**config.mk**
```make
export PLATFORM = sky130hd
export DESIGN_NAME = fsts_div
export DESIGN_NICKNAME = d
export VERILOG_FILES = /design/src/rtl/core/fair_share_task_scheduler_unit_macros.svh /design/src/rtl/core/fsts_pkg.sv /design/src/rtl/core/fsts_div.sv
export SDC_FILE = /design/constraint.sdc
export NUM_CORES = 1
export LEC_CHECK = 0
export BUFFER_PORTS_ARGS = -buffer_cell sky130_fd_sc_hd__buf_2
export CELL_PAD_IN_SITES_DETAIL_PLACEMENT = 0
export CELL_PAD_IN_SITES_GLOBAL_PLACEMENT = 1
export CORE_UTILIZATION = 43
export CTS_BUF_LIST = sky130_fd_sc_hd__clkbuf_4 sky130_fd_sc_hd__clkbuf_8
export CTS_CLUSTER_DIAMETER = 120
export CTS_CLUSTER_SIZE = 20
export DETAILED_ROUTE_END_ITERATION = 8
export PLACE_DENSITY = 0.94
export SYNTH_ARGS = -nofsm -noshare
export SYNTH_HDL_FRONTEND = slang
export SYNTH_SLANG_ARGS = --single-unit
export TNS_END_PERCENT = 30
```
**constraint.sdc**
```tcl
create_clock -name clk -period 3.34 [get_ports clk]
set_input_delay 0.167 -clock clk [delete_from_list [all_inputs] [get_ports clk]]
set_output_delay 0.167 -clock clk [all_outputs]
set_load 0.005 [all_outputs]
```
**src/rtl/core/fair_share_task_scheduler_unit_macros.svh**
```systemverilog
// Assertion helpers shared by the scheduler RTL.
`ifndef FAIR_SHARE_TASK_SCHEDULER_UNIT_MACROS_SVH
`define FAIR_SHARE_TASK_SCHEDULER_UNIT_MACROS_SVH
`ifndef ASSERT_OFF
`define FSTS_ASSERT_IMPL(label, clk, rst_n, prop) \
    label: assert property (@(posedge clk) disable iff (!rst_n) prop) \
        else $error("assertion failed: label");
`define FSTS_ASSERT_NEVER(label, clk, rst_n, expr) \
    label: assert property (@(posedge clk) disable iff (!rst_n) !(expr)) \
        else $error("assertion failed: label");
`else
`define FSTS_ASSERT_IMPL(label, clk, rst_n, prop)
`define FSTS_ASSERT_NEVER(label, clk, rst_n, expr)
`endif
`endif

```
**src/rtl/core/fsts_pkg.sv**
```systemverilog
package fsts_pkg;

    localparam int MaxTasks = 16;
    localparam int FracBits = 16;
    localparam int TimeBits = 24;
    localparam int SlotBits = $clog2(MaxTasks);
    localparam int CntBits = $clog2(MaxTasks + 1);
    localparam int VrtBits = 40;
    localparam int NumBits = 16 + FracBits;
    localparam int DivCntBits = $clog2(NumBits + 1);
    localparam logic [TimeBits-1:0] TimeMax = '1;

    typedef struct packed {
        logic [7:0]  task_id;
        logic [15:0] burst_time;
        logic [15:0] arrival_time;
        logic        last_task;
    } in_item_t;

    typedef struct packed {
        logic [7:0]  task_id_res;
        logic [23:0] start_time;
        logic [23:0] end_time;
        logic [23:0] waiting_time;
        logic        last_result;
    } out_item_t;

    typedef enum logic [2:0] {
        ST_LOAD,
        ST_SCAN,
        ST_DECIDE,
        ST_DIV,
        ST_UPDATE,
        ST_REPORT
    } state_t;

    // Candidate carried along the cell chain during a scan.
    typedef struct packed {
        logic                found;
        logic [SlotBits-1:0] slot;
        logic [VrtBits-1:0]  vrt;
        logic                pend;
        logic [15:0]         next_arr;
    } cand_t;

    typedef struct packed {
        logic [15:0] arrival;
        logic [15:0] remaining;
        logic [VrtBits-1:0] vrt;
        logic        active;
    } slot_view_t;

endpackage

```
**src/rtl/core/fsts_div.sv**
```systemverilog
module fsts_div
    import fsts_pkg::*;
(
    input  logic               clk,
    input  logic               rst_n,
    input  logic               start,
    input  logic [NumBits-1:0] numer,
    input  logic [15:0]        denom,
    output logic               done,
    output logic [NumBits-1:0] quot
);

    logic [NumBits-1:0]    q_reg, q_next;
    logic [16:0]           r_reg, r_next;
    logic [DivCntBits-1:0] n_reg, n_next;
    logic                  busy_reg, busy_next;
    logic [16:0]           trial;

    always_comb
    begin
        q_next = q_reg;
        r_next = r_reg;
        n_next = n_reg;
        busy_next = busy_reg;
        trial = {r_reg[15:0], q_reg[NumBits-1]};
        if (start)
        begin
            q_next = numer;
            r_next = '0;
            n_next = DivCntBits'(NumBits);
            busy_next = 1'b1;
        end
        else if (busy_reg)
        begin
            if (trial >= {1'b0, denom})
            begin
                r_next = trial - {1'b0, denom};
                q_next = {q_reg[NumBits-2:0], 1'b1};
            end
            else
            begin
                r_next = trial;
                q_next = {q_reg[NumBits-2:0], 1'b0};
            end
            n_next = n_reg - 1'b1;
            if (n_reg == DivCntBits'(1))
                busy_next = 1'b0;
        end
    end

    always_ff @(posedge clk or negedge rst_n)
    begin
        if (!rst_n)
        begin
            busy_reg <= 1'b0;
            n_reg <= '0;
        end
        else
        begin
            busy_reg <= busy_next;
            n_reg <= n_next;
        end
    end

    always_ff @(posedge clk)
    begin
        q_reg <= q_next;
        r_reg <= r_next;
    end

    assign done = !busy_reg && !start;
    assign quot = q_reg;

endmodule

```
Yosys cells after proc, flatten, opt, wreduce, memory -nomap -nowiden
Cells that the tools add are included.
- input bits: 51
- latch bits: 0
- memory bits (read-only): 0
- memories kept: 0
- flip-flop bits (word level): 55
- bits in writable memories: 0
- word-level logic and storage cells: 21
- mux-type cells: 9
- shift-type cells: 0
- reduce and logical (&&, ||, !) cells: 4
- divide/modulo/power cells: 0
- eq/ne operators: 1
- multipliers: 0
- $add $sub $neg: 2
- bitwise operators: 0
- $lt $le $gt $ge: 1
- operators by type and width (operator ; number):
    two-way mux 32 bit ; 2
    >= comparator 17 x 16 -> 1 bit ; 1
    two-way mux 16 bit ; 1
    subtractor 16 bit ; 1
    two-way mux 6 bit ; 2
    equality test 6 x 1 -> 1 bit, second input constant ; 1
    subtractor 6 x 1 -> 6 bit, second input constant ; 1
    two-way mux 1 bit ; 4
    logical NOT 1 bit ; 2
    nonzero test 2 bit ; 1
    logical AND 1 bit ; 1

Depth between registers and ports, before layout
Gate-level depths: netlist of run 1.
- depth after elaboration: 4
- mapped depth: 10

Worst setup path after synthesis of run 1
No wires, ideal clock.
- path type: reg2reg
- from: register q_reg[31], in the netlist quot[31]
- to: register r_reg[14]
- path buffers: 0
- cell stages (with the launch flop): 11
- library setup time: 0.088 ns
- slack: 0.876 ns
- arrival time: 2.376 ns
- period minus slack after synthesis: 2.464 ns
- required time: 3.252 ns
- path through: edfxtp_1 -> inv_1 -> ha_1 -> inv_1 -> fa_1 -> a21o_1 -> a221oi_2 -> o221ai_2 -> a2111oi_2 -> o31ai_1 -> a311oi_2
- cells in the longest elaborated chain, start to end: 2
- elaborated cells on any way between the ends: 3
- classes of those cells: 1 x add/sub; 1 x order compare; 1 x mux
- RTL lines (item ; line ; text):
    start, declared ; fsts_div.sv:13 ; logic [NumBits-1:0] q_reg, q_next;
    start signal, assigned ; fsts_div.sv:67 ; q_reg <= q_next;
    subtractor 16 bit / >= comparator 17 x 16 -> 1 bit (equally long branches) ; fsts_div.sv:37, fsts_div.sv:35 ;
    two-way mux 16 bit * ; fsts_div.sv:35 ; if (trial >= {1'b0, denom})
    end signal, assigned ; fsts_div.sv:68 ; r_reg <= r_next;
    end, declared ; fsts_div.sv:14 ; logic [16:0] r_reg, r_next;
Every way passes the cells marked *; elsewhere a longest branch is shown, timed or not.
A chain may end at the register's enable or synchronous reset.

Worst setup path in the final report of run 1
Ends and elaborated chain as after synthesis.

==> metrics.cfg, run 1 <==
[critical_path]
worstPathArrival_ps=3050
critPathMaxFanout=3
end_kind=flip-flop
crit_type=reg2reg
reg2reg_depth=10
crit_start=quot[31]
worstReg2RegEnd=r_reg[14]
required_ps=3570
critPathMaxStageDelay_ps=430
reg2reg_from=quot[31]
crit_path_start_kind=flip-flop
r2r_setup_slack_ps=520
path_cells=inv_1, ha_1, inv_1, fa_1, a21o_1, a221oi_2, o221ai_2, a2111oi_2, o31ai_1, a311oi_2
slowest_stage=edfxtp_1
critPathMostFrequentCell=inv_1

[synth]
avgSynthCellArea_um2=10.5
synthesis.nets=396
ys_ff_latch=55
async_flop_share=0.127
ys_types=55
ys_warn_count=0
synth_cells=326
synth_top_family_by_area=compound AO/OA/AOI/OAI gates
synth-edff-count=32
synth-compound-area-share=0.177
yosys-mux-area-fraction=0.120
synth_ff_type=edfxtp_1
synth_area_mm2=0.00343
synth_fa_ha_area_frac=0.0714
synth_xor_area_frac=0.0332
yosysSeqAreaShare=0.424
synthSimpleGateAreaFrac=0.123

[timing]
finClkSkew_ps=5.14
max_slew_margin=0.241
worst_slew_pin_slew_ps=1140
timing.final.crit_share=0.845
drv_slew=0
setup_viol=0
rsz0062_at_grt=no
max_freq_ghz=0.354
finalHoldViolations=0
finalSetupTns_ps=0
min_period_ps=2820

[power_and_ir_drop]
p_per_area_mw_per_mm2=476
leakage_nw=1.79
p_total_mw=1.92
peakVddDrop_v=0.000210

[route]
wl_per_cell_um=14.7
drc=0
wl_um=7430
drt-pass1-iter-count=4
drt_iter0_drc=122
viasPerCell=5.37
postRouteAntennaNets=0
vias=2712

[worst_hold_path]
holdCritPathClass=in2reg
hold_end=quot[0]
hold_start=numer[0]
hold_depth=3

[die]
core_mm2=0.00773
die_y_um=91.4
start_util=0.444
io_pins=84
num_rows=32
die_area_mm2=0.00835
die_x_um=91.4

[layout]
multi_input_area_mm2=0.00180
final_common_cell=buf_2
layout_common_cells=buf_2, edfxtp_1, mux2_2, nand2_1, nor2_1
drive_gt1_frac=0.350
fill_cells=708
antenna_cells=0
largest_register_ff_count=32
seq_area_mm2=0.00146
nets=472
synthToLayoutAreaGrowth_pct=17.6

[clocking]
cts_buffers=5
cts_setup_buffers=0
cts_buffer_depth=2
cts_tree=done
cts.reportedPaths.clkPinSlew_ps=100
h-tree-depth=2
clock_latency_ps=310
cts_root_buffer=clkbuf_8
clock_sinks=55

[global_routing]
grt-ovfl-total=0
antenna_found_initial=0
grt_use_total=0.179
first_global_vias=2494
grt_pass1_wl_um=11900
grt_max_degree=53

[placement]
io_buffers=83
place.gp.congestion=0.924
hpwl_um=5700

[status]
status=finished, final reports clean

[run]
maxCapViolCount=0

report_power, final:
part	internal, mW	switching, mW	total, mW
Clock	0.247	0.215	0.462
Sequential	0.833	0.0718	0.905
Combinational	0.264	0.292	0.556
how the worst max path moves through the flow:
stage | endpoint | slack [ps] | cells after the start
3_3_place_gp | r_reg[14] | 600 | 10
3_5_place_dp | r_reg[14] | 560 | 10
5_1_grt | r_reg[14] | 330 | 10
4_1_cts | r_reg[14] | 540 | 10
6_report | r_reg[14] | 520 | 10
2_1_floorplan | r_reg[14] | 880 | 10
kinds of logic (layout without fill, tap and decap cells):
group                      Yosys count  after routing
xor gates and xnor gates            13             13
DFF                                 55             55
adders and majority gates           19             19
buffers and inverters               41            118
and+or+nand+nor                     88             88
muxes                               37             37
AOI/OAI and AO/OA                   73             73
cell usage after synthesis (4+ instances only):
| cell type | instances | area, um^2 |
|---|---|---|
| clkbuf_1 | 8 | 30.0 |
| mux2_2 | 31 | 349 |
| xnor2_1 | 8 | 70.1 |
| a311oi_2 | 8 | 120 |
| edfxtp_1 | 32 | 961 |
| nand2_1 | 26 | 97.6 |
| buf_2 | 5 | 25.0 |
| a211oi_1 | 4 | 30.0 |
| nor2_1 | 24 | 90.1 |
| and3_1 | 8 | 50.1 |
| mux2i_1 | 5 | 50.1 |
| xor2_1 | 5 | 43.8 |
| o21ai_0 | 7 | 35.0 |
| nand3_1 | 7 | 35.0 |
| dfrtp_1 | 7 | 175 |
| a21oi_1 | 15 | 75.1 |
| nand2b_1 | 7 | 43.8 |
| o211ai_1 | 7 | 52.6 |
| a21o_1 | 7 | 52.6 |
| inv_1 | 23 | 86.3 |
| dfxtp_1 | 16 | 320 |
| ha_1 | 18 | 225 |
critical path, delay by kind of cell, from the launching register on:
kind / cells / cell delay [ps]
flops: 1 / 430
compound gates: 6 / 1590
fa+ha+maj: 2 / 560
buf+inv: 2 / 160
stage by stage:
stage	instance area [um^2]	instances	setup slack, ps	hold slack (ps)	utilization
after floorplan	3430	326	876	-129	-
after global placement	3910	496	604	6.90	0.506
after detailed placement	3910	496	558	9.16	0.506
after CTS	4040	505	541	133	0.523
after global routing	4040	505	334	147	0.523
final	4040	505	519	149	0.523
what timing repair did:
| item | in CTS | in global routing |
|---|---|---|
| resized for setup | 0 | 0 |
| hold endpoints to repair | 7 | 0 |
| hold buffers | 1 | 0 |
area by class of cell:
class                   count  share of cell area
inverters                  23              0.0214
clock buffers               6              0.0205
repair buffers             87               0.111
flip-flops and latches     55               0.361
clock inverters             2             0.00961
well taps                 102              0.0316
multi-input cells         230               0.445
metal layers:
layer | routed length, um | GRT usage
met5 | 0 | 0
met3 | 409 | 0.0327
met1 | 3480 | 0.231
met4 | 141 | 0.0622
met2 | 3400 | 0.301
Note: power is estimated with default switching activity, not from simulation.
==> run 2: changes to the inputs <==
Clock period 3.34 ns to 2.7 ns, I/O delays scaled along.
==> run 2 against run 1 <==
Clock power rose by 17%. Worst setup slack got worse by 360 ps. Non-clock buffer count grew 7. Total power is 24% higher. Critical path type unchanged. Largest cell class unchanged. Largest power group unchanged.
==> metrics.cfg, run 2 (synthesized netlist as in run 1, its figures left out) <==
[global_routing]
grt_max_degree=45
antenna_found_initial=0
grt_pass1_wl_um=12400
first_global_vias=2555
grt-ovfl-total=0
grt_use_total=0.187

[route]
vias=2760
drc=0
postRouteAntennaNets=0
drt_iter0_drc=72
drt-pass1-iter-count=4
viasPerCell=5.39
wl_um=7590
wl_per_cell_um=14.8

[die]
num_rows=32
die_y_um=91.4
die_x_um=91.4
start_util=0.444
io_pins=84
core_mm2=0.00773
die_area_mm2=0.00835

[power_and_ir_drop]
pwr-share-comb=0.299
p_per_area_mw_per_mm2=578
swShare=0.301
p_seq_frac=0.474
intPower_mw=1.66
leakage_nw=1.82
p_sw_mw=0.716
clockPowerShare=0.227
peakVddDrop_v=0.000272

[clocking]
h-tree-depth=2
cts_root_buffer=clkbuf_8
clock_sinks=55
cts_buffer_depth=2
cts_setup_buffers=0
cts.reportedPaths.clkPinSlew_ps=100
cts_tree=done
clock_latency_ps=300
cts_buffers=5

[critical_path]
critPathTopFamily=compound AO/OA/AOI/OAI gates
cp.buffers_inverters=2
crit_path_start_kind=flip-flop
critPathMaxStageDelay_ps=410
path_cells=inv_1, ha_1, inv_1, fa_1, a21o_1, a221oi_4, o221ai_2, and3_1, o31ai_2, a311oi_2
crit_type=reg2reg
slowest_stage=edfxtp_1
worstPathArrival_ps=2710
required_ps=2870
end_kind=flip-flop
critPathMaxFanout=3
critPathMostFrequentCell=inv_1

[timing]
finClkSkew_ps=6.81
max_slew_margin=0.471
hold_ws_ps=126
finalHoldViolations=0
max_freq_ghz=0.394
drv_slew=0
worst_slew_pin_slew_ps=792
rsz0062_at_grt=no
finalSetupTns_ps=0
min_period_ps=2540
setup_viol=0
timing.final.crit_share=0.940

[placement]
io_buffers=83
place_area_mm2=0.00396
place.gp.congestion=0.884
hpwl_um=5910

[layout]
final_common_cell=buf_2
synthToLayoutAreaGrowth_pct=19.8
final_area_mm2=0.00411
seq_area_mm2=0.00146
layout_common_cells=buf_2, edfxtp_1, mux2_2, nand2_1, nor2_1
antenna_cells=0
drive_gt1_frac=0.363
nets=479
multi_input_area_mm2=0.00183
fill_cells=707
largest_register_ff_count=32

[worst_hold_path]
holdCritPathClass=in2reg

[status]
status=finished, final reports clean

[run]
maxCapViolCount=0

[run 2: cell types whose count changed in the layout (fill, tap and decap cells not counted), sizes merged]
cell,before,now
buf,86,93
clkinvlp,0,1
inv,24,23
[run 2: metal layers]
layer	wire length [um]	vias to the layer above	GRT usage	share of wire
met3	393	5	0.0285	0.052
met4	68	0	0.0437	0.0090
met1	3540	1291	0.250	0.47
met5	0	-	0	0
li1	-	1364	-	-
met2	3590	100	0.318	0.47
[run 2: worst register-to-register path, delay by kind of cell (launching register included)]
family	cells	cell delay [ps]
AOI/OAI and AO/OA	5	1090
adders and majority gates	2	550
buffers and inverters	2	150
DFF	1	410
and+or+nand+nor	1	220
[run 2: power groups by stage]
| stage | logic, mW | clock network (mW) | registers (mW) |
|---|---|---|---|
| after floorplan | 0.492 | 0 | 1.12 |
| after global placement | 0.678 | 0 | 1.14 |
| after detailed placement | 0.694 | 0 | 1.15 |
| after CTS | 0.699 | 0.562 | 1.13 |
| after global routing | 0.790 | 0.592 | 1.15 |
| final | 0.710 | 0.540 | 1.13 |
[run 2: what timing repair did]
action	in CTS	in global routing
endpoints found under the hold margin	7	0
hold buffers	1	0
gates resized for setup	0	3
setup endpoints to repair	0	1
[run 2: worst paths after layout]
check                          from         to  slack, ps  cells after the start
setup / recovery           quot[31]  r_reg[14]        160                     10
hold / removal                start   n_reg[3]        130                      2
setup reg to reg           quot[31]  r_reg[14]        160                     10
hold reg to reg            r_reg[3]   r_reg[4]        520                      2
max in group asynchronous     rst_n   n_reg[2]       2330                      2
min in group asynchronous     rst_n   n_reg[5]        200                      2
[run 2: stage by stage]
stage | setup WS, ps | total power [mW] | utilization | cells
6_report | 163 | 2.38 | 0.532 | 512
5_1_grt | 0.365 | 2.53 | 0.532 | 512
3_5_place_dp | 78.8 | 1.84 | 0.512 | 503
2_1_floorplan | 236 | 1.62 | - | 326
4_1_cts | 42.2 | 2.39 | 0.528 | 512
3_3_place_gp | 170 | 1.82 | 0.512 | 503
[run 2: cell type report]
cell class,count,share of cell area
clock inverters,2,0.00913
clock buffers,6,0.0186
multi-input cells,230,0.444
well taps,102,0.0310
inverters,23,0.0210
repair buffers,94,0.122
flip-flops and latches,55,0.354
==> run 3: changes to the inputs <==
Settings changed: PLACE_DENSITY 0.94 to default, PLACE_DENSITY_LB_ADDON from default to 0.2, REMOVE_ABC_BUFFERS from default to 1.
==> run 3 against run 2 <==
Total power is 2.9% lower. Combinational power is 1% lower. Global-route usage is 0.65 points higher. Sequential power about the same. Worst hold slack worse by 39 ps. Worst setup slack improved by 26 ps. Count of clock-buffer cells in the layout down 1. Die area stayed put. Sequential cell count did not move. Wire length up 3.0%. Largest power group unchanged.
==> metrics.cfg, run 3 (synthesized netlist as in run 1, its figures left out) <==
[status]
status=finished, final reports clean

[critical_path]
crit_start=quot[31]
worstReg2RegEnd=r_reg[14]
r2r_setup_slack_ps=190
critPathMaxFanout=3
crit_type=reg2reg
crit_path_start_kind=flip-flop
end_kind=flip-flop
reg2reg_from=quot[31]
reg2reg_depth=10
worstPathArrival_ps=2700
required_ps=2890

[layout]
layout_common_cells=buf_2, edfxtp_1, mux2_2, nand2_1, nor2_1
largest_register_ff_count=32
final_area_mm2=0.00409
final_common_cell=buf_2
drive_gt1_frac=0.364
antenna_cells=0
fill_cells=713
nets=481
synthToLayoutAreaGrowth_pct=19.0

[power_and_ir_drop]
p_total_mw=2.31
leakage_nw=1.82
peakVddDrop_v=0.000260
p_per_area_mw_per_mm2=565

[clocking]
cts_buffer_depth=2
cts_tree=done
cts.reportedPaths.clkPinSlew_ps=110
cts_root_buffer=clkbuf_8
clock_sinks=55
h-tree-depth=2
cts_buffers=5
clock_latency_ps=320

[placement]
place.gp.congestion=0.884
hpwl_um=5780
io_buffers=83
place_area_mm2=0.00397

[route]
drt_iter0_drc=122
wl_um=7820
drt-pass1-iter-count=4
postRouteAntennaNets=0
vias=2701
wl_per_cell_um=15.2
drc=0
viasPerCell=5.25

[timing]
drv_slew=0
setup_viol=0
timing.final.crit_share=0.930
finClkSkew_ps=14.7
max_slew_margin=0.598
worst_slew_pin_slew_ps=601
rsz0062_at_grt=no
max_freq_ghz=0.398
finalHoldViolations=0
finalSetupTns_ps=0
min_period_ps=2510

[die]
start_util=0.444
core_mm2=0.00773
io_pins=84
die_area_mm2=0.00835
die_x_um=91.4
num_rows=32
die_y_um=91.4

[worst_hold_path]
hold_end=quot[0]
holdCritPathClass=in2reg
hold_start=numer[0]
hold_depth=3

[global_routing]
grt-ovfl-total=0
grt_max_degree=33
first_global_vias=2590
grt_use_total=0.193
antenna_found_initial=0
grt_pass1_wl_um=12700

[run]
maxCapViolCount=0

[run 3: how the worst max path moves through the flow]
stage                end  slack (ps)  cells past startpoint
2_1_floorplan  r_reg[14]         220                     10
3_3_place_gp   r_reg[14]         150                     10
3_5_place_dp   r_reg[14]          80                     10
4_1_cts        r_reg[14]          30                     10
5_1_grt         r_reg[8]          20                     10
6_report       r_reg[14]         190                     10
[run 3: final cells by class]
cell class | count | area (um^2) | share of cell area
clock buffers | 5 | 68.8 | 0.0168
clock inverters | 3 | 22.5 | 0.00551
inverters | 23 | 86.3 | 0.0211
multi-input cells | 230 | 1810 | 0.443
flip-flops and latches | 55 | 1460 | 0.356
well taps | 102 | 128 | 0.0312
repair buffers | 96 | 515 | 0.126
[run 3: critical path, stage by stage (launching register included)]
cell	delay, ps
edfxtp_1	410
inv_1	90
ha_1	150
inv_1	50
fa_1	400
a21o_1	240
a221oi_4	280
o221ai_2	170
and3_1	190
o31ai_1	270
a311oi_2	130
[run 3: timing repair]
item,4_1_cts,5_1_grt
setup buffers,0,1
hold endpoints to repair,7,0
gates resized for setup,0,1
setup endpoints to repair,0,1
hold buffers,1,0
[run 3: layer usage]
| metal | global-route usage | part of all wire |
|---|---|---|
| met4 | 0.0476 | 0.0084 |
| met3 | 0.0302 | 0.028 |
| met2 | 0.319 | 0.47 |
| met5 | 0 | 0 |
| met1 | 0.265 | 0.50 |
[run 3: per-stage QoR]
| stage | hold slack [ps] | setup WS (ps) | std cells | utilization |
|---|---|---|---|---|
| floorplan | -161 | 222 | 308 | - |
| global placement | -22.7 | 152 | 504 | 0.513 |
| detailed placement | -16.1 | 78.1 | 504 | 0.513 |
| CTS | 82.1 | 28.1 | 513 | 0.526 |
| global route | 100 | 16.7 | 514 | 0.529 |
| finish | 87.6 | 189 | 514 | 0.529 |
[run 3: report_power, final]
group | internal, mW | total (mW) | switching (mW)
Clock | 0.187 | 0.487 | 0.300
Combinational | 0.343 | 0.702 | 0.358
Sequential | 1.03 | 1.12 | 0.0905
Total | 1.56 | 2.31 | 0.749
